### config.mk
export PLATFORM = sky130hd
export DESIGN_NAME = mgr_fmul
export DESIGN_NICKNAME = d
export VERILOG_FILES = /design/src/hdl/mgr_pkg.sv /design/src/hdl/mgr_fmul.sv
export SDC_FILE = /design/constraint.sdc
export NUM_CORES = 2
export LEC_CHECK = 0
export BUFFER_PORTS_ARGS = -buffer_cell sky130_fd_sc_hd__buf_4
export CAP_MARGIN = 20
export CORE_UTILIZATION = 60
export CTS_CLUSTER_SIZE = 20
export DETAILED_ROUTE_END_ITERATION = 12
export HOLD_SLACK_MARGIN = 0.05
export PLACE_DENSITY = 0.8
export SLEW_MARGIN = 20
export SYNTH_ARGS = -nofsm -noshare
export SYNTH_HDL_FRONTEND = slang
export SYNTH_SLANG_ARGS = --single-unit
### constraint.sdc
create_clock -name clk -period 20.2 [get_ports clk]
set_input_delay 2.02 -clock clk [delete_from_list [all_inputs] [get_ports clk]]
set_output_delay 2.02 -clock clk [all_outputs]
set_load 0.02 [all_outputs]
### src/hdl/mgr_pkg.sv
`default_nettype none
package mgr_pkg;

	typedef enum logic [1:0] {
		MODE_IDENTITY = 2'd0,
		MODE_FULL     = 2'd1,
		MODE_OFFDIAG  = 2'd2,
		MODE_DIAG     = 2'd3
	} mode_t;

	localparam logic [2:0] REG_FLAG = 3'd0;
	localparam logic [2:0] REG_H11  = 3'd1;
	localparam logic [2:0] REG_H21  = 3'd2;
	localparam logic [2:0] REG_H12  = 3'd3;
	localparam logic [2:0] REG_H22  = 3'd4;

	localparam logic [31:0] QNAN_BITS      = 32'h7FC0_0000;
	localparam logic [30:0] INF_MAG        = 31'h7F80_0000;
	localparam logic [31:0] ONE_BITS       = 32'h3F80_0000;
	localparam logic [31:0] MINUS_ONE_BITS = 32'hBF80_0000;

	function automatic logic [6:0] lzc64(input logic [63:0] m);
		logic [6:0] n;
		logic       found;
		n = 7'd64;
		found = 1'b0;
		for (int i = 63; i >= 0; i--) begin
			if (!found && m[i]) begin
				n = 7'(63 - i);
				found = 1'b1;
			end
		end
		return n;
	endfunction

	// m has its leading one at bit 63, be is the biased exponent of that bit
	function automatic logic [31:0] round_pack(input logic s, input logic signed [11:0] be,
		input logic [63:0] m);
		logic [63:0] ms;
		logic [11:0] sh;
		logic [11:0] bex;
		logic [23:0] q;
		logic [39:0] rem;
		logic [24:0] qr;
		logic [32:0] r;
		ms = m;
		bex = be;
		sh = 12'd0;
		if (be < 12'sd1) begin
			sh = 12'(12'sd1 - be);
			if (sh >= 12'd64)
				ms = 64'd1;
			else
				ms = (m >> sh) | {63'd0, |(m & ((64'd1 << sh) - 64'd1))};
			bex = 12'd1;
		end
		q = ms[63:40];
		rem = ms[39:0];
		qr = {1'b0, q} + (((rem > 40'h80_0000_0000) ||
			(rem == 40'h80_0000_0000 && q[0])) ? 25'd1 : 25'd0);
		r = ({21'd0, 12'(bex - 12'd1)} << 23) + {8'd0, qr};
		if (r >= {2'b00, INF_MAG})
			return {s, INF_MAG};
		return {s, r[30:0]};
	endfunction

endpackage
`default_nettype wire

### src/hdl/mgr_fmul.sv
`default_nettype none
module mgr_fmul (
	input  wire logic        clk,
	input  wire logic        en,
	input  wire logic [31:0] a,
	input  wire logic [31:0] b,
	output logic      [31:0] p
);
	logic        nan_a, nan_b, inf_a, inf_b, zero_a, zero_b, sgn;
	logic        spec;
	logic [31:0] spec_val;
	logic [23:0] ma, mb;
	logic signed [11:0] ea, eb;

	logic        spec_s1, sign_s1;
	logic [31:0] spec_val_s1;
	logic [47:0] prod_s1;
	logic signed [11:0] exp_s1;

	logic        spec_s2, sign_s2;
	logic [31:0] spec_val_s2;
	logic [63:0] norm_s2;
	logic signed [11:0] be_s2;
	logic [6:0]  lz;

	logic [31:0] res_s3;

	always_comb begin
		nan_a = a[30:0] > mgr_pkg::INF_MAG;
		nan_b = b[30:0] > mgr_pkg::INF_MAG;
		inf_a = a[30:0] == mgr_pkg::INF_MAG;
		inf_b = b[30:0] == mgr_pkg::INF_MAG;
		zero_a = a[30:0] == 31'd0;
		zero_b = b[30:0] == 31'd0;
		sgn = a[31] ^ b[31];
		spec = 1'b1;
		if (nan_a || nan_b)
			spec_val = mgr_pkg::QNAN_BITS;
		else if (inf_a || inf_b)
			spec_val = (zero_a || zero_b) ? mgr_pkg::QNAN_BITS : {sgn, mgr_pkg::INF_MAG};
		else if (zero_a || zero_b)
			spec_val = {sgn, 31'd0};
		else begin
			spec_val = 32'd0;
			spec = 1'b0;
		end
		ma = {|a[30:23], a[22:0]};
		mb = {|b[30:23], b[22:0]};
		ea = (a[30:23] == 8'd0) ? -12'sd149 : $signed({4'd0, a[30:23]}) - 12'sd150;
		eb = (b[30:23] == 8'd0) ? -12'sd149 : $signed({4'd0, b[30:23]}) - 12'sd150;
	end

	always_ff @(posedge clk) begin
		if (en) begin
			spec_s1 <= spec;
			spec_val_s1 <= spec_val;
			sign_s1 <= sgn;
			prod_s1 <= ma * mb;
			exp_s1 <= ea + eb;
		end
	end

	assign lz = mgr_pkg::lzc64({prod_s1, 16'd0});

	always_ff @(posedge clk) begin
		if (en) begin
			spec_s2 <= spec_s1;
			spec_val_s2 <= spec_val_s1;
			sign_s2 <= sign_s1;
			norm_s2 <= {prod_s1, 16'd0} << lz;
			be_s2 <= exp_s1 + 12'sd174 - $signed({5'd0, lz});
		end
	end

	always_ff @(posedge clk) begin
		if (en)
			res_s3 <= spec_s2 ? spec_val_s2 : mgr_pkg::round_pack(sign_s2, be_s2, norm_s2);
	end

	assign p = res_s3;
endmodule
`default_nettype wire

After elaboration in Yosys (flattened, before gate mapping)
Index checks and enable logic that the tools add are counted.
- bits in read-only memories: 0
- bits in writable memories: 0
- input bits: 66
- latch bits: 0
- memories: 0
- output and inout port bits: 32
- register bits: 236
- shift-type cells: 3
- add/subtract/negate cells: 10
- $mul: 1
- magnitude comparators: 6
- equality and inequality tests: 3
- div/mod/pow operators: 0
- mux-type cells: 112
- bitwise gates (word level): 3
- reductions and logical operators: 107
- operators by type and width (kind ; number):
    two-way mux 7 bit ; 48
    two-way mux 32 bit ; 6
    two-way mux 64 bit ; 3
    bitwise AND 64 bit ; 1
    bitwise OR 64 x 1 -> 64 bit ; 1
    OR reduction 64 bit ; 1
    left shift 1 x 12 -> 64 bit (first input constant) ; 1
    left shift 64 x 7 -> 64 bit ; 1
    >> shifter 64 x 12 -> 64 bit ; 1
    subtractor 64 x 1 -> 64 bit (second input constant) ; 1
    equality test 31 bit (second input constant) ; 2
    greater-than comparator 31 bit (second input constant) ; 2
    logical NOT 31 bit ; 2
    two-way mux 1 bit ; 51
    logical AND 1 bit ; 48
    multiplier 24 x 24 -> 48 bit ; 1
    logical NOT 1 bit ; 47
    equality test 40 bit (second input constant) ; 1
    greater-than comparator 40 bit (second input constant) ; 1
    adder 33 x 25 -> 33 bit ; 1
    greater-or-equal comparator 33 x 31 -> 1 bit (second input constant) ; 1
    adder 24 x 1 -> 25 bit ; 1
    two-way mux 12 bit ; 2
    two-way mux 10 bit ; 2
    13 further kinds ; 19

Logic depth before layout (Yosys ltp)
- word-level depth: 143
- mapped depth: 32
- mapped depth without buffers: 28

Least setup slack after synthesis
No wires, ideal clock.
- path type: input -> register
- start point: input a[30]
- end point: register prod_s1[44], data pin
- setup slack: 10.991 ns
- setup time: 0.265 ns
- stages on the path: 26
- data arrival time: 8.944 ns
- required time: 19.935 ns
- cell sequence: nor4_1 -> nand4_1 -> clkbuf_1 -> and2_1 -> fa_1 -> fa_1 -> fa_1 -> inv_1 -> fa_1 -> fa_1 -> fa_1 -> inv_1 -> fa_1 -> ha_1 -> a21o_1 -> a21oi_1 -> nor2_1 -> or3_1 -> or3_1 -> o21ai_0 -> a31oi_1 -> a21o_1 -> a31oi_1 -> o31a_1 -> a22oi_1 -> xor2_1
- longest elaborated chain between the ends: 2
- RTL lines (what ; line ; source):
    start: declaration ; mgr_fmul.sv:5 ; input wire logic [31:0] a,
    OR reduction 8 bit ; mgr_fmul.sv:47 ; ma = {|a[30:23], a[22:0]};
    multiplier 24 x 24 -> 48 bit ; mgr_fmul.sv:58 ; prod_s1 <= ma * mb;
    end signal: assignment ; mgr_fmul.sv:58 ;
    end: declaration ; mgr_fmul.sv:17 ; logic [47:0] prod_s1;
No other way between the ends.
A chain may end at the register's enable or synchronous reset.

Final worst setup path
- start point: input a[30]
- end point: register prod_s1[46], data pin
Same word-level chain as after synthesis.

==> results.tsv <==
metric	value	unit
status	finished clean	
core	54100	um2
yosysWarnings	0	
synth_area	33000	um2
hold-worst-slack	423	ps
critPathArrivalTime	9750	ps
fin_area	34600	um2
htreeDepth	4	
drt_pre_antenna_iters	6	
grt_pass1_wl	148000	um
rsz0062_at_grt	no	
cts_hold_buf	0	
dieArea	56000	um2
cpMostUsedCell	fa_1	
slew_violations	0	
routed_wl	92500	um
fp.dieW	237	um
tightest_slew	1130	ps
slowest_stage	fa_1	
final_common_cell	inv_1	
dp_hpwl	69900	um
die_height	237	um
wire_per_inst	21.3	um
yosys.area.top_type_share	29.3	%
regArea	4860	um2
synth_top_area_cell	fa_1	
syn_area_per_cell	8.95	um2
track_usage	33.6	%
clockBufferDepth	2	
path_class	in2reg	
fin_crit_sh	47.3	%
startpoint_type	input pin	
hp-class	reg2reg	
fin_tns_setup	0	ps
area_growth	4.87	%
cp-end-kind	flip-flop	
final_cell_mix	inv_1 (562), nand2_1 (536), fa_1 (484)	
cts_setup_buffers	0	
async_reset_ff_share	0	%
num_rows	85	
ant_nets	0	
fmax	105	MHz
first_global_vias	27889	
synth_cell_types	93	
cts_resized	0	
ys.flop_type	edfxtp_1	
instances_no_fill	4334	
ioPinCount	98	
finalHoldViolCount	0	
synth_edf_count	162	
cts_sinks	162	
syn-num-nets	4449	
clock_latency	440	ps
slew_headroom	24.1	%
maxCapViolations	0	
yosysSeqAreaShare	14.7	%
multi_input_area	25300	um2
synthTopCellsByArea	fa_1 (29%), edfxtp_1 (15%), ha_1 (8.0%), inv_1 (6.4%), nand2_1 (6.1%)	
nets	4384	
cts_inserted_buffers	17	
clk_transition_reported_paths	80	ps
grt_max_degree	94	
initial_utilization	61.0	%
placedCellCount	4301	
ys_ff_latch	162	
cts_tree	built	
syn_inst	3689	
cpPeakStageDelay	540	ps
required	20390	ps
finClkSkew	15.0	ps
viasPerCell	6.35	
drive_gt1_share	7.31	%
clockRootBuffer	clkbuf_16	
setup_viol_count_final	0	
portBuffers	97	
globalRouteOverflowTotal	0	
gp_congestion	1.01	
antenna_found_initial	1	
drtIter0Drc	2646	
fill_cells	4432	
vias	27506	
dpl-instance-area	34000	um2
crit_path_max_fanout	28	
period_needed	9560	ps
route.detailed.drc	0	
==> state kept, by name, summed over array words and instances (netlist names) <==
register and flops:
norm_s2 48, prod_s1 48, p 32, be_s2 12
exp_s1 12, spec_val_s1 3, spec_val_s2 3, sign_s1 1
sign_s2 1, spec_s1 1, spec_s2 1
==> through the flow <==
| stage | worst slack [ps] | utilization (%) |
|---|---|---|
| final | 10640 | 64.0 |
| after global routing | 10260 | 64.0 |
| after CTS | 10630 | 64.0 |
| after detailed placement | 10210 | 62.9 |
| after global placement | 10320 | 62.9 |
| after floorplan | 10990 | - |
==> path summary, 6_finish.rpt <==
path / endpoint / slack (ps) / cells past startpoint / start
max: prod_s1[46]$_DFFE_PP_ / 10640 / 27 / a[30]
min: spec_val_s2[31]$_DFFE_PP_ / 420 / 0 / spec_val_s1[31]$_SDFFCE_PP0P_
max reg2reg: p[5]$_SDFFCE_PP0P_ / 11910 / 23 / be_s2[1]$_DFFE_PP_
min reg2reg: spec_val_s2[31]$_DFFE_PP_ / 420 / 0 / spec_val_s1[31]$_SDFFCE_PP0P_
==> cell usage after synthesis (12+ instances only) <==
cell type and count:
nor3_1 59, and3_1 19, nand4_1 23, xor2_1 38, inv_1 562, edfxtp_1 162
ha_1 210, buf_1 16, a22oi_1 19, a21o_1 31, a31oi_1 25, and2_1 237
or3_1 15, nor4_1 51, o211ai_1 12, mux4_2 41, nand2b_1 18, a211oi_1 20
o31ai_1 14, nand2_1 536, xnor2_1 65, mux2_2 30, a21oi_1 159, clkbuf_1 175
nand3_1 32, o21ai_0 106, fa_1 484, nor2_1 176, o221ai_1 12, o21bai_1 16
mux2i_1 125
==> kinds of logic (layout without fill, tap and decap cells) <==
group,after synthesis,in the layout,synth area share (%)
and+or+nand+nor,1234,1234,18.2
adders and majority gates,694,694,37.3
other,0,1,0
DFF,162,162,14.7
buffers and inverters,764,712,8.82
xor gates and xnor gates,103,103,2.73
muxes,196,196,7.61
AOI/OAI and AO/OA,536,536,10.6
==> critical path: cells and delay by family <==
kind,cells,cell delay (ps)
adder cells (fa/ha/maj),8,3820
AO/OA/AOI/OAI,8,1720
AND/OR/NAND/NOR,6,1530
buffers and inverters,4,480
XOR/XNOR,1,150
==> layout make-up <==
type	count	area share, %
multi-input cells	2763	73.1
flip-flops and latches	162	14.0
inverters	563	6.10
repair buffers	117	2.55
well taps	696	2.51
clock buffers	18	1.24
clock inverters	14	0.448
diodes	1	0.00722
==> layer usage <==
metal / track usage [%] / up-vias / share of wire (%)
met3: 5.54 / 384 / 9.8
met4: 14.9 / 2 / 5.0
met2: 55.8 / 1610 / 47
met1: 43.3 / 13436 / 38
met5: 0 / - / 0.018
li1: - / 12074 / -
Power is left out: the tool's default activity adds up to more than one toggle a clock period on the data nets, which glitch-free logic cannot reach.
